--- src/rtl/mhtq_pkg.sv ---
// Types, codes and helper functions of the timer queue
`timescale 1ns / 1ps

package mhtq_pkg;

    localparam int TIME_W       = 48;
    localparam int RESULT_LIMIT = 16;
    localparam logic [TIME_W-1:0] TIME_MAX = {TIME_W{1'b1}};

    typedef enum logic [2:0] {
        OP_TICK   = 3'd0,
        OP_ADD    = 3'd1,
        OP_REMOVE = 3'd2,
        OP_MODIFY = 3'd3,
        OP_CLEAR  = 3'd4
    } t_op;

    localparam logic [1:0] MODE_ONESHOT = 2'd0;
    localparam logic [1:0] MODE_CYCLIC  = 2'd1;
    localparam logic [1:0] MODE_LIMITED = 2'd2;
    localparam logic [1:0] MODE_SPARE   = 2'd3;

    localparam logic [1:0] ST_OK       = 2'd0;
    localparam logic [1:0] ST_NOTFOUND = 2'd1;
    localparam logic [1:0] ST_FULL     = 2'd2;

    localparam logic KIND_ACK = 1'b0;
    localparam logic KIND_EXP = 1'b1;

    localparam logic [1:0] REG_TICK_STEP = 2'd0;

    // decoded command word between front and engine
    typedef struct packed {
        t_op         op;
        logic [31:0] target_id;
        logic [31:0] interval;
        logic [1:0]  mode;
        logic [15:0] count;
    } t_cmd;

    // one heap slot
    typedef struct packed {
        logic [TIME_W-1:0] deadline;
        logic [31:0]       interval;
        logic [1:0]        mode;
        logic [15:0]       remaining;
        logic [31:0]       ident;
    } t_entry;

    function automatic logic [TIME_W-1:0] sat_add(input logic [TIME_W-1:0] a,
                                                  input logic [TIME_W-1:0] b);
        logic [TIME_W:0] s;
        s = {1'b0, a} + {1'b0, b};
        return s[TIME_W] ? TIME_MAX : s[TIME_W-1:0];
    endfunction

    // deadline order, ties to the lower id
    function automatic logic earlier(input t_entry a, input t_entry b);
        logic res;
        if (a.deadline != b.deadline) begin
            res = a.deadline < b.deadline;
        end else begin
            res = a.ident < b.ident;
        end
        return res;
    endfunction

endpackage

--- src/rtl/mhtq_if.sv ---
// Command and result channel interfaces of the timer queue
`timescale 1ns / 1ps

interface mhtq_cmd_if;
    logic        valid;
    logic        ready;
    logic [2:0]  cmd;
    logic [31:0] target_id;
    logic [31:0] interval_ms;
    logic [1:0]  mode;
    logic [15:0] repeat_count;

    modport source (output valid, cmd, target_id, interval_ms, mode, repeat_count,
                    input ready);
    modport sink   (input valid, cmd, target_id, interval_ms, mode, repeat_count,
                    output ready);
endinterface


--- src/rtl/mhtq_front.sv ---
// Front end: takes command words, drops unknown codes, normalises fields
`timescale 1ns / 1ps

module mhtq_front (
    mhtq_cmd_if.sink        i_cmd,
    input  logic            i_q_full,
    output logic            o_push,
    output mhtq_pkg::t_cmd  o_push_data
);

    logic known;

    assign i_cmd.ready = !i_q_full;
    assign known       = (i_cmd.cmd == mhtq_pkg::OP_TICK)   ||
                         (i_cmd.cmd == mhtq_pkg::OP_ADD)    ||
                         (i_cmd.cmd == mhtq_pkg::OP_REMOVE) ||
                         (i_cmd.cmd == mhtq_pkg::OP_MODIFY) ||
                         (i_cmd.cmd == mhtq_pkg::OP_CLEAR);
    assign o_push      = i_cmd.valid && !i_q_full && known;

    always_comb begin
        o_push_data.op        = mhtq_pkg::t_op'(i_cmd.cmd);
        o_push_data.target_id = i_cmd.target_id;
        // zero period runs as one ms
        o_push_data.interval  = (i_cmd.interval_ms == 32'd0) ? 32'd1 : i_cmd.interval_ms;
        // spare mode code runs as one-shot
        o_push_data.mode      = (i_cmd.mode == mhtq_pkg::MODE_SPARE) ? mhtq_pkg::MODE_ONESHOT
                                                                     : i_cmd.mode;
        o_push_data.count     = i_cmd.repeat_count;
    end

endmodule

--- src/flat_wrapper.sv ---
// flat-port wrapper written by rule: the top's interface ports become plain ports
module mhtq_front_flat 
  (i_q_full, o_push, o_push_data, i_cmd_valid, i_cmd_cmd, i_cmd_target_id, i_cmd_interval_ms, i_cmd_mode, i_cmd_repeat_count, i_cmd_ready);
  mhtq_cmd_if i_cmd_i ();
  input  logic i_q_full;
  output logic o_push;
  output mhtq_pkg::t_cmd o_push_data;
  input wire logic [$bits(i_cmd_i.valid)-1:0] i_cmd_valid;
  input wire logic [$bits(i_cmd_i.cmd)-1:0] i_cmd_cmd;
  input wire logic [$bits(i_cmd_i.target_id)-1:0] i_cmd_target_id;
  input wire logic [$bits(i_cmd_i.interval_ms)-1:0] i_cmd_interval_ms;
  input wire logic [$bits(i_cmd_i.mode)-1:0] i_cmd_mode;
  input wire logic [$bits(i_cmd_i.repeat_count)-1:0] i_cmd_repeat_count;
  output wire logic [$bits(i_cmd_i.ready)-1:0] i_cmd_ready;
  assign i_cmd_i.valid = i_cmd_valid;
  assign i_cmd_i.cmd = i_cmd_cmd;
  assign i_cmd_i.target_id = i_cmd_target_id;
  assign i_cmd_i.interval_ms = i_cmd_interval_ms;
  assign i_cmd_i.mode = i_cmd_mode;
  assign i_cmd_i.repeat_count = i_cmd_repeat_count;
  assign i_cmd_ready = i_cmd_i.ready;
  mhtq_front u_core (.i_cmd(i_cmd_i), .i_q_full(i_q_full), .o_push(o_push), .o_push_data(o_push_data));
endmodule
--- config.mk ---
export PLATFORM = sky130hd
export DESIGN_NAME = mhtq_front_flat
export DESIGN_NICKNAME = d
export VERILOG_FILES = /design/src/rtl/mhtq_pkg.sv /design/src/rtl/mhtq_if.sv /design/src/rtl/mhtq_front.sv /design/src/flat_wrapper.sv
export SDC_FILE = /design/constraint.sdc
export NUM_CORES = 1
export LEC_CHECK = 0
export BUFFER_PORTS_ARGS = -buffer_cell sky130_fd_sc_hd__buf_2
export CAP_MARGIN = 5
export CORE_AREA = 4 4 65 67
export DETAILED_ROUTE_END_ITERATION = 10
export DIE_AREA = 0 0 69 71
export PLACE_DENSITY = 0.79
export SETUP_SLACK_MARGIN = 0.4
export SLEW_MARGIN = 15
export SYNTH_ARGS = -nofsm -noshare
export SYNTH_HDL_FRONTEND = slang
export SYNTH_SLANG_ARGS = --single-unit
--- constraint.sdc ---
create_clock -name vclk -period 0.8
set_input_delay 0.16 -clock vclk [all_inputs]
set_output_delay 0.16 -clock vclk [all_outputs]
set_load 0.02 [all_outputs]
==> reports/metrics.yaml <==
vdd_ir_drop_max_uv: 165
ctsHoldBuffers: 0
fmax_mhz: 857
dp_cells: 150
clockBufferCount: 0
gp_congestion: 0.736
layout_setup_ws_ns: -0.366
syn_avg_cell_area_um2: 6.15
crit_type: "primary input to primary output"
slew_headroom_pct: 84.6
cp-startpoint: "i_cmd_interval_ms[14]"
syn-cell-area_um2: 603
leakage_nw: 0.595
synth.area.top_cells: "buf_4, clkbuf_1, nor4_1"
grt_max_degree: 3
num_antenna_cells: 0
multiInputGateArea_um2: 200
grt_pass1_vias: 660
start_kind: "primary input"
whs_ns: 0.320
gr-total-overflow: 0
fin_crit_sh_pct: 146
die_h_um: 71
syn2layout_area_growth_pct: 121
hp-class: "primary input to primary output"
final_util_pct: 36.7
grt_usage_pct: 9.40
drive_gt1_share_pct: 97.1
firstDrtPassIters: 3
core_area_um2: 3630
cp_cell_sequence: "buf_8, nor4_4, nand4_1, o21bai_2, buf_6"
fin_tns_setup_ns: -0.417
post-cts-setup-buffers: 0
design.seq.count: 0
nNetsFinal: 191
ys_seq_area_share_pct: 0
num_rows: 22
final_cells: 150
post-route-drc-count: 0
fp.dieW_um: 69
seq_area_um2: 0
die_area_um2: 4900
required_ns: 0.64
viasPerCell: 4.01
design.portCount: 174
outcome: "finished with violations"
cp_data_arrival_time_ns: 1.01
yosysMostFrequentCell: "buf_4"
ys.warnings.count: 0
synth_common_cells: "buf_4, clkbuf_1, nor4_1"
ant_nets: 0
grt_antenna_before_repair: 0
wl_um: 2720
crit_end: "o_push_data[18]"
violations: "setup timing"
wl_per_cell_um: 18.1
p_per_area_nw_per_um2: 594
nFillCells: 350
numPortBuffers: 78
netlist.area_leader.share_pct: 63.5
slew_viol_final: 0
worst_pin_slew_ns: 0.228
vias: 602
crit_fanout: 2
slowest_stage: "nor4_4"
syn_inst: 98
worstSetupEndpointType: "primary output"
setup_violations: 2
fin_crit_ns: 1.17
cpPeakStageDelay_ns: 0.28
max-cap-violations: 0
drt-initial-drc-count: 7
synth_largest_area_cell: "buf_4"
grt_pass1_wl_um: 3800
synthDistinctLibCells: 10
finalHoldViolCount: 0
rsz0062_at_grt: "true"
syn_nets: 185
hpwlAfterDp_um: 2020
worstHoldStart: "i_cmd_repeat_count[0]"
start_util_pct: 16.6
## power breakdown
part,switching [mW],internal [mW]
logic,0.299,0.494
registers,0,0
clock network,0,0
## layer usage
| metal | GRT usage (%) | wire length [um] |
|---|---|---|
| met1 | 6.02 | 570 |
| met2 | 19.2 | 1500 |
| met3 | 6.96 | 521 |
| met4 | 3.90 | 125 |
| met5 | 0 | 0 |
## how the worst min path moves through the flow
stage               cells after the start               to  slack (ns)
global route                            0  o_push_data[51]        0.32
floorplan                               1  o_push_data[16]        0.35
CTS                                     0   o_push_data[1]        0.32
global placement                        0   o_push_data[1]        0.32
detailed placement                      0   o_push_data[1]        0.32
finish                                  0   o_push_data[0]        0.32
## critical path, delay by kind of cell
| kind | cells | cell delay, ns |
|---|---|---|
| AOI/OAI and AO/OA | 1 | 0.16 |
| and+or+nand+nor | 2 | 0.45 |
| buffers and inverters | 2 | 0.24 |
## cell usage in the layout, fill, tap and decap left out
cell type | netlist | final
nor4_4 | 0 | 4
clkinvlp_4 | 0 | 1
and3_4 | 0 | 1
buf_6 | 0 | 55
nor4_1 | 7 | 1
o21ai_2 | 0 | 1
nand4_1 | 2 | 2
nor2b_4 | 0 | 2
buf_8 | 0 | 29
o21bai_2 | 0 | 1
nor4_2 | 1 | 3
buf_4 | 51 | 1
buf_2 | 0 | 1
## per-stage QoR
| step | setup slack (ns) | power, mW | instance area (um2) |
|---|---|---|---|
| floorplan | -0.149 | 0.904 | 1360 |
| global placement | -0.415 | 0.435 | 682 |
| detailed placement | -0.513 | 0.440 | 682 |
| CTS | -0.372 | 0.737 | 1240 |
| global route | -0.433 | 0.824 | 1340 |
| finish | -0.366 | 0.793 | 1340 |
## cell families after synthesis
logic type | synth area share [%]
and+or+nand+nor | 14.5
AOI/OAI and AO/OA | 2.07
buffers and inverters | 83.4
## cell type report
cell class / instances / share of cell area, %
inverters: 1 / 0.562
multi-input cells: 15 / 15.0
well taps: 48 / 4.50
repair buffers: 86 / 79.9
## timing repair
item	CTS	global route
gates resized for setup	145	25
setup endpoints to repair	39	39
hold endpoints to repair	0	0
pin swaps	8	1
No activity file was read; power rests on OpenSTA's default activity.
