$ cat src/rtl/mhtq_pkg.sv
// Types, codes and helper functions of the timer queue
`timescale 1ns / 1ps

package mhtq_pkg;

    localparam int TIME_W       = 48;
    localparam int RESULT_LIMIT = 16;
    localparam logic [TIME_W-1:0] TIME_MAX = {TIME_W{1'b1}};

    typedef enum logic [2:0] {
        OP_TICK   = 3'd0,
        OP_ADD    = 3'd1,
        OP_REMOVE = 3'd2,
        OP_MODIFY = 3'd3,
        OP_CLEAR  = 3'd4
    } t_op;

    localparam logic [1:0] MODE_ONESHOT = 2'd0;
    localparam logic [1:0] MODE_CYCLIC  = 2'd1;
    localparam logic [1:0] MODE_LIMITED = 2'd2;
    localparam logic [1:0] MODE_SPARE   = 2'd3;

    localparam logic [1:0] ST_OK       = 2'd0;
    localparam logic [1:0] ST_NOTFOUND = 2'd1;
    localparam logic [1:0] ST_FULL     = 2'd2;

    localparam logic KIND_ACK = 1'b0;
    localparam logic KIND_EXP = 1'b1;

    localparam logic [1:0] REG_TICK_STEP = 2'd0;

    // decoded command word between front and engine
    typedef struct packed {
        t_op         op;
        logic [31:0] target_id;
        logic [31:0] interval;
        logic [1:0]  mode;
        logic [15:0] count;
    } t_cmd;

    // one heap slot
    typedef struct packed {
        logic [TIME_W-1:0] deadline;
        logic [31:0]       interval;
        logic [1:0]        mode;
        logic [15:0]       remaining;
        logic [31:0]       ident;
    } t_entry;

    function automatic logic [TIME_W-1:0] sat_add(input logic [TIME_W-1:0] a,
                                                  input logic [TIME_W-1:0] b);
        logic [TIME_W:0] s;
        s = {1'b0, a} + {1'b0, b};
        return s[TIME_W] ? TIME_MAX : s[TIME_W-1:0];
    endfunction

    // deadline order, ties to the lower id
    function automatic logic earlier(input t_entry a, input t_entry b);
        logic res;
        if (a.deadline != b.deadline) begin
            res = a.deadline < b.deadline;
        end else begin
            res = a.ident < b.ident;
        end
        return res;
    endfunction

endpackage

$ cat src/rtl/mhtq_cmdq.sv
// Two-entry queue of decoded commands between front and engine
`timescale 1ns / 1ps

module mhtq_cmdq (
    input  logic            i_clk,
    input  logic            i_rst_n,
    input  logic            i_push,
    input  mhtq_pkg::t_cmd  i_push_data,
    output logic            o_full,
    output logic            o_valid,
    input  logic            i_pop,
    output mhtq_pkg::t_cmd  o_data
);

    localparam int DEPTH = 2;

    mhtq_pkg::t_cmd r_mem [DEPTH];
    logic           r_wp;
    logic           r_rp;
    logic [1:0]     r_cnt;
    logic           do_push;
    logic           do_pop;

    assign o_full  = (r_cnt == 2'(DEPTH));
    assign o_valid = (r_cnt != 2'd0);
    assign o_data  = r_mem[r_rp];
    assign do_push = i_push && !o_full;
    assign do_pop  = i_pop && o_valid;

    always_ff @(posedge i_clk) begin
        if (!i_rst_n) begin
            r_wp  <= 1'b0;
            r_rp  <= 1'b0;
            r_cnt <= 2'd0;
        end else begin
            if (do_push) begin
                r_wp <= !r_wp;
            end
            if (do_pop) begin
                r_rp <= !r_rp;
            end
            r_cnt <= r_cnt + 2'(do_push) - 2'(do_pop);
        end
    end

    always_ff @(posedge i_clk) begin
        if (do_push) begin
            r_mem[r_wp] <= i_push_data;
        end
    end

endmodule

$ cat config.mk
export PLATFORM = sky130hd
export DESIGN_NAME = mhtq_cmdq
export DESIGN_NICKNAME = d
export VERILOG_FILES = /design/src/rtl/mhtq_pkg.sv /design/src/rtl/mhtq_cmdq.sv
export SDC_FILE = /design/constraint.sdc
export NUM_CORES = 1
export LEC_CHECK = 0
export BUFFER_PORTS_ARGS = -buffer_cell sky130_fd_sc_hd__buf_2
export CORE_UTILIZATION = 25
export DETAILED_ROUTE_END_ITERATION = 8
export PLACE_DENSITY_LB_ADDON = 0.05
export SYNTH_ARGS = -nofsm -noshare
export SYNTH_HDL_FRONTEND = slang
export SYNTH_SLANG_ARGS = --single-unit
$ cat constraint.sdc
create_clock -name i_clk -period 12.4 [get_ports i_clk]
set_input_delay 1.86 -clock i_clk [delete_from_list [all_inputs] [get_ports i_clk]]
set_output_delay 1.86 -clock i_clk [all_outputs]
set_load 0.05 [all_outputs]
==> qor.txt <==
DIE
-----------------------------------------------------------------------------------------------
Floorplan core area                                                                  25100 um^2
Overall die area                                                                     26100 um^2
Initial Utilization                                                                       25.4%
I/O pin cnt                                                                                 176
Number of cell rows                                                                          58
Die Y                                                                                    162 um
X dimension of the die                                                                   162 um

GLOBAL ROUTING
-----------------------------------------------------------------------------------------------
Global-route wire length before repair                                                 19500 um
Antenna violations before repair                                                              3
Vias in the first global route                                                             3494
Pin count of the biggest net entering global routing                                         59
All-Layer GR Usage                                                                        10.2%
Overall overflow remaining after global route                                                 0

LAYOUT
-----------------------------------------------------------------------------------------------
Number of fillers in the final layout                                                      2510
ANT cells                                                                                     0
Area occupied by multi-input gates                                                    1090 um^2
Fin nets                                                                                    569
Synth-to-Final Area Change                                                                28.0%
Sequential cell area                                                                  5210 um^2
Fraction of layout instances using a drive strength above 1                               50.3%

STA
-----------------------------------------------------------------------------------------------
Time the worst path needs with I/O delays and setup                                     4.37 ns
Worst max-slew margin expressed relative to the limit                                     39.7%
Sum of negative setup slack                                                                0 ns
RSZ-0062 raised after global routing                                                      false
Achievable frequency                                                                    229 MHz
Number of endpoints failing setup at the final stage                                          0
Number of hold violations in the final report                                                 0
Post-Route Hold Slack                                                                  0.515 ns
Least-Margin Pin Slew                                                                  0.903 ns
Worst clock skew                                                                      0.0106 ns
Fraction of the cycle the final worst path needs                                          35.2%
Count of pins over their slew limit                                                           0

ROUTING
-----------------------------------------------------------------------------------------------
Avg WL per Cell                                                                         15.8 um
Number of iterations in the first detailed-routing pass                                       4
Total wire length after detailed routing                                               13000 um
Per-cell via count in the routed design                                                    4.01
Final ANT Viol Nets                                                                           0
Via count                                                                                  3282
1st-iter DRT viols                                                                           94
DRC Markers                                                                                   0

SETUP PATH
-----------------------------------------------------------------------------------------------
Register-to-register setup slack                                                        9.75 ns
Data required time of the worst path                                                   10.54 ns
Critical path data arrival time                                                         2.51 ns
Launch instance of the worst register-to-register path                             r_cnt[0]$_SDFF_PN0_
Slowest library cell on the worst path                                                  dfxtp_4
Crit path kind                                                                     flop to primary output
Type of origin of the critical path                                                        flop
Worst Setup End Kind                                                               primary output
Number of cell instances on the worst register-to-register path                               4
Capture instance of the worst register-to-register path                            r_mem[0][10]$_DFFE_PP_
Sequence of cells on the critical path                                             buf_4 > mux2_1 > buf_2
Highest fanout seen on the critical path                                                     49
Largest stage delay, worst path                                                         0.70 ns

CLOCK NETWORK
-----------------------------------------------------------------------------------------------
Setup fix buffers added after clock tree synthesis                                            0
Number of clock sinks                                                                       175
H-tree levels                                                                                 4
Clock input transition at the sequential cells of the worst setup and hold paths        0.06 ns
Hold buffer count at CTS                                                                      0
Bufs on Longest Clock Path                                                                    2
Clock root buffer                                                                     clkbuf_16
CTS buffer count                                                                             17
Clock network latency to the later pin of the worst-skew pair                           0.41 ns
CTS tree                                                                                   done
Total of cells resized after clock tree synthesis                                             0

SYNTH
-----------------------------------------------------------------------------------------------
Synth area leaders                                                                 edfxtp_1, mux2_1, mux2_2
Mean Syn Cell Area                                                                    22.0 um^2
Yosys top cell area share                                                                 80.1%
Sequential-to-total area share from yosys stat                                            81.6%
Flop and latch count out of synthesis                                                       175
Most frequently used flop master after synthesis                                       edfxtp_1
Top cells by count, synth                                                          edfxtp_1, mux2_1, mux2_2, buf_6, dfxtp_1
Cell taking the most area after synthesis                                              edfxtp_1
Post-synthesis cell area                                                              6370 um^2
Number of enable flip-flop cells after synthesis                                            170
Proportion of synthesized flip-flops having asynchronous set or reset                        0%
Most numerous cell in the Yosys netlist                                                edfxtp_1
Count of distinct cell types in the synthesized netlist                                      19
Post-synthesis instance total                                                               290
Yosys Warn Count                                                                              0
Syn nets                                                                                    381

MIN PATH
-----------------------------------------------------------------------------------------------
Worst hold stages                                                                             2
Startpoint of the most critical hold path                                          r_rp$_SDFFE_PN0P_
Hold/Removal Path Class                                                            flop to flop
End point of the worst hold path                                                   r_rp$_SDFFE_PN0P_

PWR
-----------------------------------------------------------------------------------------------
Pwr per Cell Area                                                                   230 nW/um^2
Maximum vdd ir drop                                                                   0.0856 mV
Static leakage                                                                          3.00 nW

RUN
-----------------------------------------------------------------------------------------------
Number of maximum-capacitance constraint violations                                           0

PLACE
-----------------------------------------------------------------------------------------------
Number of buffers inserted by port buffering                                                175
Post-DP HPWL                                                                            7950 um
Global placer's final weighted congestion                                                 0.652

RUN STATUS
-----------------------------------------------------------------------------------------------
Result of the run                                                                  finished clean

[cells by family after synthesis]
| family | after synthesis | share of synthesized area (%) |
|---|---|---|
| adder cells (fa/ha/maj) | 2 | 0.392 |
| AO/OA/AOI/OAI | 1 | 0.118 |
| flip-flops | 175 | 81.6 |
| multiplexers | 86 | 15.2 |
| AND/OR/NAND/NOR | 11 | 0.844 |
| buffers and inverters | 12 | 1.41 |
| XOR/XNOR | 3 | 0.412 |
[worst max-delay path: cells and delay by family, from the launching register on]
family,cells,cell delay (ns)
buffers and inverters,2,0.93
flip-flops,1,0.70
multiplexers,1,0.44
[per-layer routing]
metal | track usage (%) | wire length, um | up-vias
met5 | 0 | 32 | -
met4 | 4.12 | 184 | 6
met3 | 3.86 | 982 | 16
met2 | 16.0 | 5940 | 116
met1 | 12.7 | 5820 | 1624
li1 | - | - | 1520
[power by group]
group          total [W]  leakage, nW  switching (W)  internal (W)
registers       0.000776         1.63      0.0000327      0.000743
logic           0.000607         1.12       0.000454      0.000152
clock network   0.000491        0.249       0.000231      0.000260
[area by class of cell]
cell class	count	area share, %
flip-flops and latches	175	63.8
clock inverters	12	1.29
multi-input cells	103	13.4
repair buffers	178	11.0
well taps	330	5.06
inverters	3	0.138
clock buffers	18	5.26
[registers in the layout, summed over array words and instances, names as in the netlist, named ones only]
signal,flops
r_wp,1
r_cnt,2
r_rp,1
r_mem,170
[layout by cell type (no fill, tap or decap), drive strengths merged]
cell / n
buf: 178
xor2: 1
nor2: 4
or2: 1
nand2: 2
nand2b: 2
o21a: 1
and3: 1
inv: 8
clkinvlp: 4
ha: 2
edfxtp: 170
clkbuf: 18
dfxtp: 5
mux2: 85
xnor2: 2
and2: 1
mux2i: 1
clkinv: 3
[per-stage QoR]
stage / cells / util [%] / power (W) / worst slack [ns] / cell area (um^2)
after floorplan: 290 / - / 0.00127 / 6.37 / 6370
after global placement: 789 / 30.4 / 0.00141 / 8.28 / 7620
after detailed placement: 789 / 30.4 / 0.00141 / 8.24 / 7620
after CTS: 819 / 32.5 / 0.00191 / 7.89 / 8160
after global routing: 819 / 32.5 / 0.00197 / 7.81 / 8160
final: 819 / 32.5 / 0.00187 / 8.03 / 8160
[worst max-delay path by stage]
stage	startpoint	to	slack [ns]	depth (start not counted)
after floorplan	i_push	r_mem[0][0]$_DFFE_PP_	6.37	2
after global placement	i_push	r_mem[0][4]$_DFFE_PP_	8.28	4
after detailed placement	i_push	r_mem[0][4]$_DFFE_PP_	8.24	4
after CTS	flop	o_data[52]	7.89	3
after global routing	flop	o_data[52]	7.81	3
final	flop	o_data[47]	8.03	3
Power figures use the tool's default switching activity.
